`src/rtl/core/dad_pkg.sv`:
```
// Package for the date_add_days block: state encoding, status codes,
// calendar constants and the month and year length functions.
// No dependencies.
package dad_pkg;

    localparam int unsigned YEAR_W  = 14;
    localparam int unsigned MONTH_W = 4;
    localparam int unsigned DAY_W   = 5;
    localparam int unsigned DOY_W   = 9;
    localparam int unsigned OFF_W   = 17;
    localparam int unsigned ACC_W   = 18;
    localparam int unsigned STAT_W  = 2;
    localparam int unsigned CYC_W   = 9;

    localparam logic [YEAR_W-1:0]  YEAR_MIN   = 14'd1;
    localparam logic [YEAR_W-1:0]  YEAR_MAX   = 14'd9999;
    localparam logic [CYC_W-1:0]   YEAR_CYCLE = 9'd400;
    localparam logic [CYC_W-1:0]   CYCLE_LAST = 9'd399;
    localparam logic [MONTH_W-1:0] MONTH_FIRST = 4'd1;
    localparam logic [MONTH_W-1:0] MONTH_LAST  = 4'd12;

    localparam logic [STAT_W-1:0] ST_OK       = 2'd0;
    localparam logic [STAT_W-1:0] ST_BAD_DATE = 2'd1;
    localparam logic [STAT_W-1:0] ST_RANGE    = 2'd2;

    typedef enum logic [2:0] {
        S_IDLE,
        S_MOD,
        S_CHECK,
        S_DOY,
        S_YEAR,
        S_MON,
        S_OUT
    } state_t;

    // Control from the sequencer to the year-in-cycle tracker.
    typedef struct packed {
        logic             load;
        logic             inc;
        logic             dec;
        logic [CYC_W-1:0] load_val;
    } yr_ctl_t;

    // Leap flag from the year's position within the 400-year cycle.
    function automatic logic leap_of(input logic [CYC_W-1:0] r);
        return (r[1:0] == 2'b00) && (r != 9'd100) && (r != 9'd200) && (r != 9'd300);
    endfunction

    function automatic logic [DAY_W-1:0] month_len(input logic [MONTH_W-1:0] m,
                                                  input logic leap);
        logic [DAY_W-1:0] len;
        unique case (m)
            4'd1, 4'd3, 4'd5, 4'd7, 4'd8, 4'd10, 4'd12: len = 5'd31;
            4'd4, 4'd6, 4'd9, 4'd11:                    len = 5'd30;
            4'd2:                                       len = leap ? 5'd29 : 5'd28;
            default:                                    len = 5'd0;
        endcase
        return len;
    endfunction

    function automatic logic [DOY_W-1:0] year_len(input logic leap);
        return leap ? 9'd366 : 9'd365;
    endfunction

endpackage

```
`src/rtl/core/dad_if.sv`:
```
// Handshake interfaces for the date_add_days block: the input date item
// and the result item. Depends on dad_pkg.
interface dad_date_if
    import dad_pkg::*;
();
    logic               valid;
    logic               ready;
    logic [YEAR_W-1:0]  in_year;
    logic [MONTH_W-1:0] in_month;
    logic [DAY_W-1:0]   in_day;
    logic [OFF_W-1:0]   offset;

    modport source (output valid, output in_year, output in_month, output in_day,
                    output offset, input ready);
    modport sink   (input valid, input in_year, input in_month, input in_day,
                    input offset, output ready);
endinterface

interface dad_result_if
    import dad_pkg::*;
();
    logic               valid;
    logic               ready;
    logic [YEAR_W-1:0]  out_year;
    logic [MONTH_W-1:0] out_month;
    logic [DAY_W-1:0]   out_day;
    logic [DOY_W-1:0]   day_of_year;
    logic [STAT_W-1:0]  status;

    modport source (output valid, output out_year, output out_month, output out_day,
                    output day_of_year, output status, input ready);
    modport sink   (input valid, input out_year, input out_month, input out_day,
                    input day_of_year, input status, output ready);
endinterface

```
`src/rtl/core/dad_alu.sv`:
```
// Shared signed adder of the date_add_days block; the accumulator's arithmetic
// updates go through it, while the loads of year and day bypass it. Depends on dad_pkg.
module dad_alu
    import dad_pkg::*;
(
    input  logic signed [ACC_W-1:0] a,
    input  logic signed [ACC_W-1:0] b,
    output logic signed [ACC_W-1:0] sum
);

    assign sum = a + b;

endmodule

```
`src/rtl/core/dad_leap.sv`:
```
// Tracks the working year's position within the 400-year Gregorian cycle
// and derives leap flags for it and for the year before. Depends on dad_pkg.
module dad_leap
    import dad_pkg::*;
(
    input  logic    clk,
    input  logic    rst_n,
    input  yr_ctl_t ctl,
    output logic    leap_cur,
    output logic    leap_prev
);

    logic [CYC_W-1:0] pos_reg;
    logic [CYC_W-1:0] pos_next;
    logic [CYC_W-1:0] pos_dec;
    logic [CYC_W-1:0] pos_inc;

    assign pos_dec = (pos_reg == '0) ? CYCLE_LAST : pos_reg - 9'd1;
    assign pos_inc = (pos_reg == CYCLE_LAST) ? '0 : pos_reg + 9'd1;

    always_comb
    begin
        priority if (ctl.load)
        begin
            pos_next = ctl.load_val;
        end
        else if (ctl.inc)
        begin
            pos_next = pos_inc;
        end
        else if (ctl.dec)
        begin
            pos_next = pos_dec;
        end
        else
        begin
            pos_next = pos_reg;
        end
    end

    always_ff @(posedge clk or negedge rst_n)
    begin
        if (!rst_n)
        begin
            pos_reg <= '0;
        end
        else
        begin
            pos_reg <= pos_next;
        end
    end

    assign leap_cur  = leap_of(pos_reg);
    assign leap_prev = leap_of(pos_dec);

endmodule

```
`src/rtl/core/date_add_days.sv`:
```
// Steps from accepted item to result valid: the year is reduced modulo 400, the date is
// checked, the months before the start are summed, whole years are walked and then
// months. One item at a time: a new item is accepted only in idle, after the result has
// been taken.
// Reset (rst_n, asynchronous, active low) returns the sequencer to idle; no result pending.
// Depends on dad_pkg, dad_if, dad_alu and dad_leap.
module date_add_days
    import dad_pkg::*;
(
    input  logic                clk,
    input  logic                rst_n,
    dad_date_if.sink            dates,
    dad_result_if.source        results
);

    // Sequencer and working registers.
    state_t                   state_reg, state_next;
    logic signed [ACC_W-1:0]  acc_reg, acc_next;
    logic [YEAR_W-1:0]        year_reg, year_next;
    logic [MONTH_W-1:0]       mon_reg, mon_next;

    // Captured input item.
    logic [YEAR_W-1:0]        iy_reg, iy_next;
    logic [MONTH_W-1:0]       im_reg, im_next;
    logic [DAY_W-1:0]         id_reg, id_next;
    logic [OFF_W-1:0]         off_reg, off_next;

    // Result item, held until taken.
    logic [YEAR_W-1:0]        oy_reg, oy_next;
    logic [MONTH_W-1:0]       om_reg, om_next;
    logic [DAY_W-1:0]         od_reg, od_next;
    logic [DOY_W-1:0]         doy_reg, doy_next;
    logic [STAT_W-1:0]        st_reg, st_next;

    // Shared adder and leap tracker hookup.
    logic signed [ACC_W-1:0]  op_b;
    logic signed [ACC_W-1:0]  sum;
    yr_ctl_t                  yctl;
    logic                     leap_cur;
    logic                     leap_prev;

    logic [DAY_W-1:0]         mlen;
    logic signed [ACC_W-1:0]  ylen_cur;
    logic signed [ACC_W-1:0]  ylen_prev;
    logic                     bad_date;

    dad_alu u_alu (
        .a   (acc_reg),
        .b   (op_b),
        .sum (sum)
    );

    dad_leap u_leap (
        .clk       (clk),
        .rst_n     (rst_n),
        .ctl       (yctl),
        .leap_cur  (leap_cur),
        .leap_prev (leap_prev)
    );

    // Length of the month under the counter, in the working year.
    assign mlen      = month_len(mon_reg, leap_cur);
    assign ylen_cur  = $signed({9'd0, year_len(leap_cur)});
    assign ylen_prev = $signed({9'd0, year_len(leap_prev)});

    // The tracker has been loaded with the input year's position in the cycle by the time this is used.
    assign bad_date = (iy_reg < YEAR_MIN) || (iy_reg > YEAR_MAX) ||
                      (im_reg < MONTH_FIRST) || (im_reg > MONTH_LAST) ||
                      (id_reg == '0) || (id_reg > month_len(im_reg, leap_cur));

    assign dates.ready   = (state_reg == S_IDLE);
    assign results.valid = (state_reg == S_OUT);
    assign results.out_year    = oy_reg;
    assign results.out_month   = om_reg;
    assign results.out_day     = od_reg;
    assign results.day_of_year = doy_reg;
    assign results.status      = st_reg;

    always_comb
    begin
        state_next = state_reg;
        acc_next   = acc_reg;
        year_next  = year_reg;
        mon_next   = mon_reg;
        iy_next    = iy_reg;
        im_next    = im_reg;
        id_next    = id_reg;
        off_next   = off_reg;
        oy_next    = oy_reg;
        om_next    = om_reg;
        od_next    = od_reg;
        doy_next   = doy_reg;
        st_next    = st_reg;
        op_b       = '0;
        yctl       = '0;

        unique case (state_reg)
            S_IDLE:
            begin
                if (dates.valid)
                begin
                    iy_next    = dates.in_year;
                    im_next    = dates.in_month;
                    id_next    = dates.in_day;
                    off_next   = dates.offset;
                    year_next  = dates.in_year;
                    acc_next   = $signed({4'd0, dates.in_year});
                    state_next = S_MOD;
                end
            end

            // Reduce the year modulo 400 by repeated subtraction.
            S_MOD:
            begin
                op_b = -$signed({9'd0, YEAR_CYCLE});
                if (acc_reg >= $signed({9'd0, YEAR_CYCLE}))
                begin
                    acc_next = sum;
                end
                else
                begin
                    yctl.load     = 1'b1;
                    yctl.load_val = acc_reg[CYC_W-1:0];
                    state_next    = S_CHECK;
                end
            end

            S_CHECK:
            begin
                if (bad_date)
                begin
                    oy_next    = iy_reg;
                    om_next    = im_reg;
                    od_next    = id_reg;
                    doy_next   = '0;
                    st_next    = ST_BAD_DATE;
                    state_next = S_OUT;
                end
                else
                begin
                    // Clear the status left by the previous item before the walk.
                    st_next    = ST_OK;
                    acc_next   = $signed({13'd0, id_reg});
                    mon_next   = MONTH_FIRST;
                    state_next = S_DOY;
                end
            end

            // Add the lengths of the months before the start, then the offset.
            S_DOY:
            begin
                if (mon_reg < im_reg)
                begin
                    op_b     = $signed({13'd0, mlen});
                    acc_next = sum;
                    mon_next = mon_reg + 4'd1;
                end
                else
                begin
                    op_b       = $signed({off_reg[OFF_W-1], off_reg});
                    acc_next   = sum;
                    state_next = S_YEAR;
                end
            end

            // Walk whole years until the day count falls inside the working year, or stop with a range status.
            S_YEAR:
            begin
                priority if (acc_reg < $signed(18'sd1))
                begin
                    if (year_reg == YEAR_MIN)
                    begin
                        st_next    = ST_RANGE;
                        state_next = S_OUT;
                    end
                    else
                    begin
                        op_b      = ylen_prev;
                        acc_next  = sum;
                        year_next = year_reg - 14'd1;
                        yctl.dec  = 1'b1;
                    end
                end
                else if (acc_reg > ylen_cur)
                begin
                    if (year_reg == YEAR_MAX)
                    begin
                        st_next    = ST_RANGE;
                        state_next = S_OUT;
                    end
                    else
                    begin
                        op_b      = -ylen_cur;
                        acc_next  = sum;
                        year_next = year_reg + 14'd1;
                        yctl.inc  = 1'b1;
                    end
                end
                else
                begin
                    doy_next   = acc_reg[DOY_W-1:0];
                    mon_next   = MONTH_FIRST;
                    state_next = S_MON;
                end

                // An out-of-range result echoes the input date.
                if (st_next == ST_RANGE)
                begin
                    oy_next  = iy_reg;
                    om_next  = im_reg;
                    od_next  = id_reg;
                    doy_next = '0;
                end
            end

            // Peel off months until the remainder fits in the current one.
            S_MON:
            begin
                if ((mon_reg < MONTH_LAST) && (acc_reg > $signed({13'd0, mlen})))
                begin
                    op_b     = -$signed({13'd0, mlen});
                    acc_next = sum;
                    mon_next = mon_reg + 4'd1;
                end
                else
                begin
                    oy_next    = year_reg;
                    om_next    = mon_reg;
                    od_next    = acc_reg[DAY_W-1:0];
                    st_next    = ST_OK;
                    state_next = S_OUT;
                end
            end

            S_OUT:
            begin
                if (results.ready)
                begin
                    state_next = S_IDLE;
                end
            end

            default:
            begin
                state_next = S_IDLE;
            end
        endcase
    end

    always_ff @(posedge clk or negedge rst_n)
    begin
        if (!rst_n)
        begin
            state_reg <= S_IDLE;
        end
        else
        begin
            state_reg <= state_next;
        end
    end

    always_ff @(posedge clk)
    begin
        acc_reg  <= acc_next;
        year_reg <= year_next;
        mon_reg  <= mon_next;
        iy_reg   <= iy_next;
        im_reg   <= im_next;
        id_reg   <= id_next;
        off_reg  <= off_next;
        oy_reg   <= oy_next;
        om_reg   <= om_next;
        od_reg   <= od_next;
        doy_reg  <= doy_next;
        st_reg   <= st_next;
    end

endmodule
```
`src/flat_wrapper.sv`:
```
// flat-port wrapper written by rule: the top's interface ports become plain ports
module date_add_days_flat import dad_pkg::*;
  (clk, rst_n, dates_valid, dates_in_year, dates_in_month, dates_in_day, dates_offset, dates_ready, results_valid, results_out_year, results_out_month, results_out_day, results_day_of_year, results_status, results_ready);
  dad_date_if dates_i ();
  dad_result_if results_i ();
  input  logic clk;
  input  logic rst_n;
  input wire logic [$bits(dates_i.valid)-1:0] dates_valid;
  input wire logic [$bits(dates_i.in_year)-1:0] dates_in_year;
  input wire logic [$bits(dates_i.in_month)-1:0] dates_in_month;
  input wire logic [$bits(dates_i.in_day)-1:0] dates_in_day;
  input wire logic [$bits(dates_i.offset)-1:0] dates_offset;
  output wire logic [$bits(dates_i.ready)-1:0] dates_ready;
  output wire logic [$bits(results_i.valid)-1:0] results_valid;
  output wire logic [$bits(results_i.out_year)-1:0] results_out_year;
  output wire logic [$bits(results_i.out_month)-1:0] results_out_month;
  output wire logic [$bits(results_i.out_day)-1:0] results_out_day;
  output wire logic [$bits(results_i.day_of_year)-1:0] results_day_of_year;
  output wire logic [$bits(results_i.status)-1:0] results_status;
  input wire logic [$bits(results_i.ready)-1:0] results_ready;
  assign dates_i.valid = dates_valid;
  assign dates_i.in_year = dates_in_year;
  assign dates_i.in_month = dates_in_month;
  assign dates_i.in_day = dates_in_day;
  assign dates_i.offset = dates_offset;
  assign dates_ready = dates_i.ready;
  assign results_valid = results_i.valid;
  assign results_out_year = results_i.out_year;
  assign results_out_month = results_i.out_month;
  assign results_out_day = results_i.out_day;
  assign results_day_of_year = results_i.day_of_year;
  assign results_status = results_i.status;
  assign results_i.ready = results_ready;
  date_add_days u_core (.clk(clk), .rst_n(rst_n), .dates(dates_i), .results(results_i));
endmodule
```
`config.mk`:
```
export PLATFORM = sky130hd
export DESIGN_NAME = date_add_days_flat
export DESIGN_NICKNAME = d
export VERILOG_FILES = /design/src/rtl/core/dad_pkg.sv /design/src/rtl/core/dad_if.sv /design/src/rtl/core/dad_alu.sv /design/src/rtl/core/dad_leap.sv /design/src/rtl/core/date_add_days.sv /design/src/flat_wrapper.sv
export SDC_FILE = /design/constraint.sdc
export NUM_CORES = 1
export LEC_CHECK = 0
export ABC_AREA = 1
export BUFFER_PORTS_ARGS = -buffer_cell sky130_fd_sc_hd__clkbuf_2
export CAP_MARGIN = 10
export CORE_MARGIN = 3
export CORE_UTILIZATION = 54
export DETAILED_ROUTE_END_ITERATION = 12
export PLACE_DENSITY = 0.85
export REMOVE_ABC_BUFFERS = 1
export SLEW_MARGIN = 20
export SYNTH_ARGS = -nofsm -noshare
export SYNTH_HDL_FRONTEND = slang
export SYNTH_SLANG_ARGS = --single-unit
```
`constraint.sdc`:
```
create_clock -name clk -period 13.86 [get_ports clk]
set_clock_uncertainty 0.2 [all_clocks]
set_input_delay 2.772 -clock clk [delete_from_list [all_inputs] [get_ports clk]]
set_output_delay 2.772 -clock clk [all_outputs]
set_load 0.1 [all_outputs]
```
==> results of run 1 <==
-- synth_stat cells, types with 4 or more instances --
cell type / instances / area share
nand2_1: 259 / 0.12
edfxtp_1: 110 / 0.41
inv_1: 100 / 0.047
nor2_1: 98 / 0.046
nand3_1: 63 / 0.040
o21ai_0: 57 / 0.036
ha_1: 44 / 0.069
a21oi_1: 35 / 0.022
xor2_1: 21 / 0.023
nor3_1: 15 / 0.0094
dfrtp_1: 12 / 0.038
inv_2: 11 / 0.0052
nand3_2: 9 / 0.011
nand4_1: 9 / 0.0071
o211ai_1: 8 / 0.0075
o21ai_1: 8 / 0.0050
clkbuf_1: 7 / 0.0033
nor2_2: 7 / 0.0055
o221ai_1: 7 / 0.0077
a31oi_1: 6 / 0.0047
buf_2: 6 / 0.0038
xnor2_1: 6 / 0.0066
or2_2: 5 / 0.0039
a21o_1: 4 / 0.0038
nand2_2: 4 / 0.0031
o21bai_1: 4 / 0.0038
-- metrics by stage --
step	cells	utilization
2_1_floorplan	940	-
3_3_place_gp	1203	0.603
3_5_place_dp	1203	0.603
4_1_cts	1235	0.644
5_1_grt	1236	0.645
6_report	1236	0.645
-- final timing paths --
| kind | startpoint | end | slack [ns] | depth (start not counted) |
|---|---|---|---|---|
| setup / recovery | u_core.u_leap.pos_reg[4]$_DFFE_PN0P_ | u_core.acc_reg[6]$_DFFE_PP_ | 8.81 | 26 |
| hold / removal | u_core.iy_reg[2]$_DFFE_PP_ | u_core.results.out_year[2]$_DFFE_PP_ | 0.37 | 2 |
| setup reg to reg | u_core.u_leap.pos_reg[4]$_DFFE_PN0P_ | u_core.acc_reg[6]$_DFFE_PP_ | 8.81 | 26 |
| hold reg to reg | u_core.iy_reg[2]$_DFFE_PP_ | u_core.results.out_year[2]$_DFFE_PP_ | 0.37 | 2 |
| min in group asynchronous | rst_n | u_core.u_leap.pos_reg[3]$_DFFE_PN0P_ | 2.04 | 1 |
| max in group asynchronous | rst_n | u_core.u_leap.pos_reg[1]$_DFFE_PN0P_ | 11.17 | 1 |
-- layout make-up --
type	count	area, um2
clock buffer	17	425
sequential	122	3600
clock inverter	15	151
fill	1150	5020
timing repair buffer	84	445
multi-input combinational	704	3840
inverter	114	435
tap	180	225
-- metal layers --
layer	part of all wire	up-vias	wire length (um)	GRT usage
met5	0	-	0	0
met4	0.029	0	596	0.108
met3	0.11	51	2270	0.0644
met2	0.46	431	9480	0.410
met1	0.41	3297	8440	0.353
li1	-	3415	-	-
-- cells by family after synthesis --
group / Yosys count
buf+inv: 133
flops: 122
compound gates: 146
fa+ha+maj: 45
xor+xnor: 27
simple gates: 486
-- critical path: stages (launching register included) --
cell and delay [ns]:
dfrtp_1 0.43, inv_2 0.14, nand2_1 0.11, o311ai_0 0.30, nand3_1 0.18, nand2_1 0.19, ha_1 0.27, nand2_1 0.07
inv_1 0.04, nor2_1 0.07, nand2_1 0.05, nand2_1 0.05, nand2_1 0.05, nand2_1 0.08, nand2_1 0.11, nor2_4 0.40
nand2_1 0.10, nand2_1 0.07, a21oi_1 0.04, nand2_1 0.08, ha_1 0.19, inv_1 0.09, fa_1 0.39, o21ai_0 0.40
a21boi_0 0.19, or2_2 0.30, a32o_1 0.21
==> metrics.txt, run 1 <==
max-cap viol count 0; fin. max-slew vios 0; Post-Syn Area 7980 um2; critical path required time 13.84 ns; Layout Nets 1132; DRC 0; status finished, final reports clean; die height 128 um; routability cong. 0.991; first-pass GRT wire length 33400 um; DRT Pass-1 Iters 6; largest family of logic cells by synthesized area simple AND/OR/NAND/NOR gates; CORE AREA 14100 um2; largest net degree at the start of global routing 41; Setup Fix Bufs, Post-CTS 0; number of synthesized flops with an enable pin 110; CTS Sinks 122; min cycle time layout 5.05 ns; endpoints failing hold 0; worst hold slack 0.372 ns; vias in the first global route 6709; final instance area 9130 um2; CP Max Fanout 18; TritonCTS clock tree done; ys flop type edfxtp_1; initial antenna violation count 0; Post-DP Area 8530 um2; post-route ant nets 0; Synth Area in Adders 0.0715; clk slew on worst S/H paths 0.06 ns; Clk Latency, worst-skew pair 0.42 ns; Syn. warnings 0; Root Buffer clkbuf_16; P&R area growth vs syn 14.5%; unrepaired setup endpoints after global routing false; synth unique cells 52; Slew @ Worst Pin 0.989 ns; die span in x 128 um; DR vias/cell 5.82; Largest register FFs 18; routed wire length 20800 um; Gate Count Post-Synth 959; complex-gate fraction of the synthesized area 0.111; DR WL/cell 16.8 um; ANT cells 0; Total Neg Setup Slack 0 ns; Initial DRC Count 972; post-synthesis xor/xnor area fraction 0.0296; GRT Util Overall 0.263; Ports 80; Final Setup Violations 0; Longest Clk Path Bufs 2; Die ar. 16300 um2; Tcrit/Tclk final 0.364; port buffer count 79; gr ovfl total 0; class of the worst hold path reg -> reg; setup slack after layout 8.81 ns; post-synthesis average cell area 8.32 um2; clock buffer count from CTS 17; Starting Density 0.564; quantity of hold-fixing buffers added after cts 0; Post-CTS Resized 0; register area share after synthesis 0.452; vias 7194; simple-gate area share of the yosys netlist 0.268; Worst Path Arrival 5.03 ns; layout cells sized above 1 0.161; Peak Freq 198 MHz; Startpoint Class flop; mux contribution to synthesized area 0; dpl ws 8.90 ns; H-tree depth 4; ys async rst share 0.0984; most frequent cells in the layout nand2_1, edfxtp_1, inv_1; most common cell after layout, fill and taps aside nand2_1; dpl hpwl 15700 um; Slew headroom 0.340; critical path class reg -> reg; FF+latch count, synth 122; num rows 43; CP endpoint kind flop
Power of run 1 is left out: the tool's default activity adds up to more than one toggle a clock period on the data nets, which glitch-free logic cannot reach.
==> run 2: changes to the inputs <==
Settings changed: ABC_AREA 1 to 0, PLACE_DENSITY 0.85 to 0.88.
Clock period 13.86 ns to 4.6 ns, I/O delays scaled along.
==> metrics.txt, run 2 <==
status finished with violations; violated checks negative setup slack; class of the worst hold path in -> async; unrepaired setup endpoints after global routing true; DR WL/cell 22.8 um; ANT cells 0; Starting Density 0.564; cells on worst reg2reg path 23; die span in x 125 um; critical path required time 4.57 ns; initial antenna violation count 0; Tcrit/Tclk final 1.09; Worst Setup EP u_core.acc_reg[14]$_DFFE_PP_; P&R area growth vs syn 35.0%; largest area contributor in the netlist edfxtp_1; clk slew on worst S/H paths 0.06 ns; Slew @ Worst Pin 1.11 ns; number of synthesized flops with an enable pin 110; Clk Latency, worst-skew pair 0.43 ns; clock buffer count from CTS 17; R2R Path Start u_core.mon_reg[0]$_SDFFCE_PN1P_; Final Setup Violations 11; final instance area 10300 um2; synth unique cells 73; Ports 80; DR vias/cell 6.73; CTS Sinks 122; first-pass GRT wire length 39200 um; post-synth top area share 0.432; Root Buffer clkbuf_16; Slew headroom 0.260; DRC 0; dpl cells 1096; Initial DRC Count 1065; fin. max-slew vios 0; quantity of hold-fixing buffers added after cts 0; Longest Clk Path Bufs 2; ys flop type edfxtp_1; GRT Util Overall 0.317; Syn. warnings 0; M1 wire length 9100 um; H-tree depth 4; Largest register FFs 18; Total Neg Setup Slack -3.13 ns; CP endpoint kind flop; register area 3600 um2; non-filler cells in the finished layout 1152; port buffer count 79; post-synthesis average cell area 10.1 um2; Multi-input gate area 4330 um2; endpoints failing hold 0; max-cap viol count 0; Die ar. 15600 um2; routability cong. 0.958; flop-to-flop setup slack -0.42 ns; CORE AREA 13600 um2; critical path class reg -> reg; Post-Syn Area 7640 um2; highest metal used met4; fill cell count 791; min cycle time layout 5.02 ns; vias 7757; CP Max Fanout 4; gr ovfl total 0; TritonCTS clock tree done; num rows 42; Crit. Startpoint u_core.mon_reg[0]$_SDFFCE_PN1P_; largest cells by area after synthesis edfxtp_1, ha_1, nand2_1; most common cell in the netlist edfxtp_1; Peak Freq 199 MHz; Core Util, Final 0.761; largest net degree at the start of global routing 41; most common cell after layout, fill and taps aside buf_4; DR WL met2 12100 um; dpl hpwl 16200 um; Met3 Wirelength 3000 um; routed wire length 26200 um; worst r2r dst u_core.acc_reg[14]$_DFFE_PP_; post-route ant nets 0; FF+latch count, synth 122; die height 125 um; Worst Path Arrival 4.99 ns; Synth top cells by count edfxtp_1, nand2_1, nor2_1; Gate Count Post-Synth 756; register area share after synthesis 0.472; Post-DP Area 9030 um2; most frequent cells in the layout buf_4, edfxtp_1, clkbuf_2; Layout Nets 1052; ys async rst share 0.0984; Startpoint Class flop; DRT Pass-1 Iters 7; setup slack after layout -0.422 ns; layout cells sized above 1 0.371; vias in the first global route 7401
[run 2: cell types whose count changed in the layout (fill, tap and decap cells not counted), sizes merged, moves of 11 or more]
cell   change
a21o      +18
mux2      +17
xnor2     +15
nor2      -62
nand3     -44
inv       -84
nand2    -185
nor3      +11
xor2      -11
buf      +140
and2      +13
[run 2: repair_timing]
action,in CTS,in global routing
resized for setup,85,28
buffers inserted,19,11
pin swaps,45,34
setup endpoints to repair,12,14
[run 2: logic make-up after synthesis]
group	Yosys count	synth area share
buffers and inverters	66	0.0362
multiplexers	18	0.0264
AO/OA/AOI/OAI	211	0.185
flip-flops	122	0.472
adder cells (fa/ha/maj)	45	0.0747
XOR/XNOR	31	0.0355
AND/OR/NAND/NOR	263	0.171
[run 2: layout make-up]
type                    count  area share
multi-input cells         568       0.420
flip-flops and latches    122       0.349
repair buffers            224       0.146
clock buffers              20      0.0423
well taps                 176      0.0214
inverters                  30      0.0112
clock inverters            12     0.00983
[run 2: how the worst min path moves through the flow]
| stage | slack [ns] | cells past startpoint | endpoint | startpoint |
|---|---|---|---|---|
| after global placement | 0.35 | 2 | u_core.results.out_year[4]$_DFFE_PP_ | u_core.iy_reg[4]$_DFFE_PP_ |
| after detailed placement | 0.36 | 2 | u_core.results.out_year[0]$_DFFE_PP_ | u_core.iy_reg[0]$_DFFE_PP_ |
| after global routing | 0.20 | 1 | u_core.u_leap.pos_reg[4]$_DFFE_PN0P_ | rst_n |
| after floorplan | 0.32 | 2 | u_core.results.out_year[1]$_DFFE_PP_ | u_core.iy_reg[1]$_DFFE_PP_ |
| after CTS | 0.18 | 1 | u_core.u_leap.pos_reg[4]$_DFFE_PN0P_ | rst_n |
| final | 0.18 | 1 | u_core.u_leap.pos_reg[4]$_DFFE_PN0P_ | rst_n |
[run 2: metal layers]
layer / up-vias / GRT usage
li1: 3280 / -
met1: 3578 / 0.392
met2: 687 / 0.508
met3: 212 / 0.0772
met4: 0 / 0.188
met5: - / 0
[run 2: through the flow]
stage | hold WS (ns) | setup WS, ns
CTS | 0.179 | -0.193
global route | 0.198 | -0.546
floorplan | 0.323 | -0.797
finish | 0.176 | -0.422
global placement | 0.348 | -0.396
detailed placement | 0.358 | -0.563
[run 2: worst max-delay path: stages, from the launching register on]
cell	delay, ns
edfxtp_1	0.47
inv_2	0.17
ha_4	0.19
o22ai_4	0.08
a22o_1	0.24
o21a_4	0.16
ha_4	0.28
and3_4	0.19
o21a_1	0.13
o21ai_2	0.07
a211oi_2	0.24
a31oi_2	0.08
or2_4	0.26
o211ai_1	0.11
ha_2	0.24
inv_2	0.04
fa_2	0.36
nor2b_4	0.17
o31ai_4	0.09
a2111oi_4	0.41
o41ai_4	0.16
a21boi_2	0.19
o21a_1	0.19
nor3_2	0.05
Power of run 2 is left out for the same reason.
==> run 3: changes to the inputs <==
--- a/config.mk
+++ b/config.mk
@@ -13,3 +13,3 @@
 export DETAILED_ROUTE_END_ITERATION = 12
-export PLACE_DENSITY = 0.88
+export PLACE_DENSITY = 0.77
 export REMOVE_ABC_BUFFERS = 1
--- a/constraint.sdc
+++ b/constraint.sdc
@@ -4,2 +4,2 @@
 set_output_delay 0.92 -clock clk [all_outputs]
-set_load 0.1 [all_outputs]
+set_load 0.05 [all_outputs]
==> metrics.txt, run 3 (synthesis gave the netlist of run 2 again) <==
status finished with violations; violated checks negative setup slack; Tcrit/Tclk final 1.11; clk slew on worst S/H paths 0.06 ns; fin. max-slew vios 0; critical path required time 4.71 ns; WP depth 30; Lkg Pwr 0.00445 uW; largest net degree at the start of global routing 41; CP endpoint kind flop; most common cell after layout, fill and taps aside buf_4; worst vdd ir 0.611 mV; cells on worst reg2reg path 30; Largest register FFs 18; non-filler cells in the finished layout 1175; post-route ant nets 0; slowest stage delay, CP 0.52 ns; Peak Freq 195 MHz; CORE AREA 13600 um2; cell family with most CP delay buffers and inverters; vias 7622; vias in the first global route 7599; Starting Density 0.564; num rows 42; DR vias/cell 6.49; Initial DRC Count 828; DRT Pass-1 Iters 6; Slew @ Worst Pin 1.17 ns; class of the worst hold path in -> async; Max stage delay cell, worst path edfxtp_1; Layout Nets 1075; DRC 0; quantity of hold-fixing buffers added after cts 0; endpoints failing hold 0; fill cell count 861; first-pass GRT wire length 39500 um; CP Max Fanout 5; min cycle time layout 5.12 ns; layout cells sized above 1 0.383; Post-DP Area 9050 um2; die span in x 125 um; dpl hpwl 17400 um; initial antenna violation count 0; clock buffer count from CTS 17; H-tree depth 4; R2R Path Start u_core.mon_reg[0]$_SDFFCE_PN1P_; setup slack after layout -0.515 ns; final instance area 10500 um2; routed wire length 26500 um; Root Buffer clkbuf_16; Power Density 919 nW/um2; TritonCTS clock tree done; worst r2r dst u_core.state_reg[2]$_DFFE_PN0P_; routability cong. 0.940; Ports 80; gr ovfl total 0; Longest Clk Path Bufs 2; GRT Util Overall 0.319; die height 125 um; Die ar. 15600 um2; P&R area growth vs syn 37.8%; unrepaired setup endpoints after global routing true; dpl cells 1097; Startpoint Class flop; CP bufs+invs 18; Slew headroom 0.216; DR WL/cell 22.6 um; flop-to-flop setup slack -0.52 ns; critical path class reg -> reg; most frequent cells in the layout buf_4, edfxtp_1, nand2_1, clkbuf_2, nor2_1; CP dominant cell by count buf_4; port buffer count 79; ANT cells 0; CTS Sinks 122; Clk Latency, worst-skew pair 0.43 ns; max-cap viol count 0; Final Setup Violations 17; Worst Path Arrival 5.22 ns
## run 3: cell types whose count changed in the layout (fill, tap and decap cells not counted), sizes merged
cell    delta
inv        +2
buf       +23
clkbuf     -3
clkinv     +1
## run 3: layout make-up
| cell class | instances | area [um2] | share of cell area |
|---|---|---|---|
| multi-input combinational | 568 | 4320 | 0.410 |
| sequential | 122 | 3600 | 0.342 |
| timing repair buffer | 247 | 1720 | 0.163 |
| clock buffer | 17 | 425 | 0.0404 |
| tap | 176 | 220 | 0.0209 |
| clock inverter | 15 | 125 | 0.0119 |
| inverter | 30 | 115 | 0.0109 |
## run 3: worst max-delay path by stage
stage                                          from                               to  slack [ns]
6_report            u_core.mon_reg[0]$_SDFFCE_PN1P_  u_core.state_reg[2]$_DFFE_PN0P_       -0.52
3_5_place_dp   u_core.u_leap.pos_reg[5]$_DFFE_PN0P_     u_core.acc_reg[14]$_DFFE_PP_       -0.80
4_1_cts        u_core.u_leap.pos_reg[5]$_DFFE_PN0P_     u_core.acc_reg[16]$_DFFE_PP_       -0.46
5_1_grt             u_core.mon_reg[0]$_SDFFCE_PN1P_     u_core.acc_reg[14]$_DFFE_PP_       -0.72
3_3_place_gp   u_core.u_leap.pos_reg[2]$_DFFE_PN0P_     u_core.acc_reg[14]$_DFFE_PP_       -0.50
2_1_floorplan  u_core.u_leap.pos_reg[7]$_DFFE_PN0P_     u_core.acc_reg[14]$_DFFE_PP_       -0.80
## run 3: per-stage QoR
| stage | total power (uW) | setup TNS [ns] | worst slack [ns] | util | hold slack [ns] |
|---|---|---|---|---|---|
| after floorplan | 5100 | -13.75 | -0.797 | - | 0.323 |
| after detailed placement | 7110 | -6.32 | -0.800 | 0.667 | 0.358 |
| after CTS | 8940 | -3.35 | -0.464 | 0.747 | 0.192 |
| after global routing | 10100 | -9.09 | -0.717 | 0.777 | 0.209 |
| final | 9680 | -6.06 | -0.515 | 0.777 | 0.204 |
| after global placement | 6920 | -3.27 | -0.502 | 0.667 | 0.348 |
## run 3: what timing repair did
| action | CTS | global route |
|---|---|---|
| buffers inserted | 36 | 15 |
| endpoints found under the setup margin | 13 | 18 |
| gates resized for setup | 62 | 52 |
| pin swaps | 41 | 47 |
## run 3: power by group
part           internal (uW)  total, uW  switching, uW
Clock                    739       1260            525
Sequential              1860       2230            372
Combinational           2580       6180           3600
Total                   5190       9680           4490
## run 3: routing by layer
| metal | wire length, um | part of all wire | GRT usage | vias up |
|---|---|---|---|---|
| met1 | 9940 | 0.37 | 0.382 | 3636 |
| met3 | 2510 | 0.094 | 0.0772 | 138 |
| met2 | 12600 | 0.48 | 0.535 | 522 |
| met5 | 0 | 0 | 0 | - |
| met4 | 1460 | 0.055 | 0.169 | 0 |
| li1 | - | - | - | 3326 |
Power figures use the tool's default switching activity.
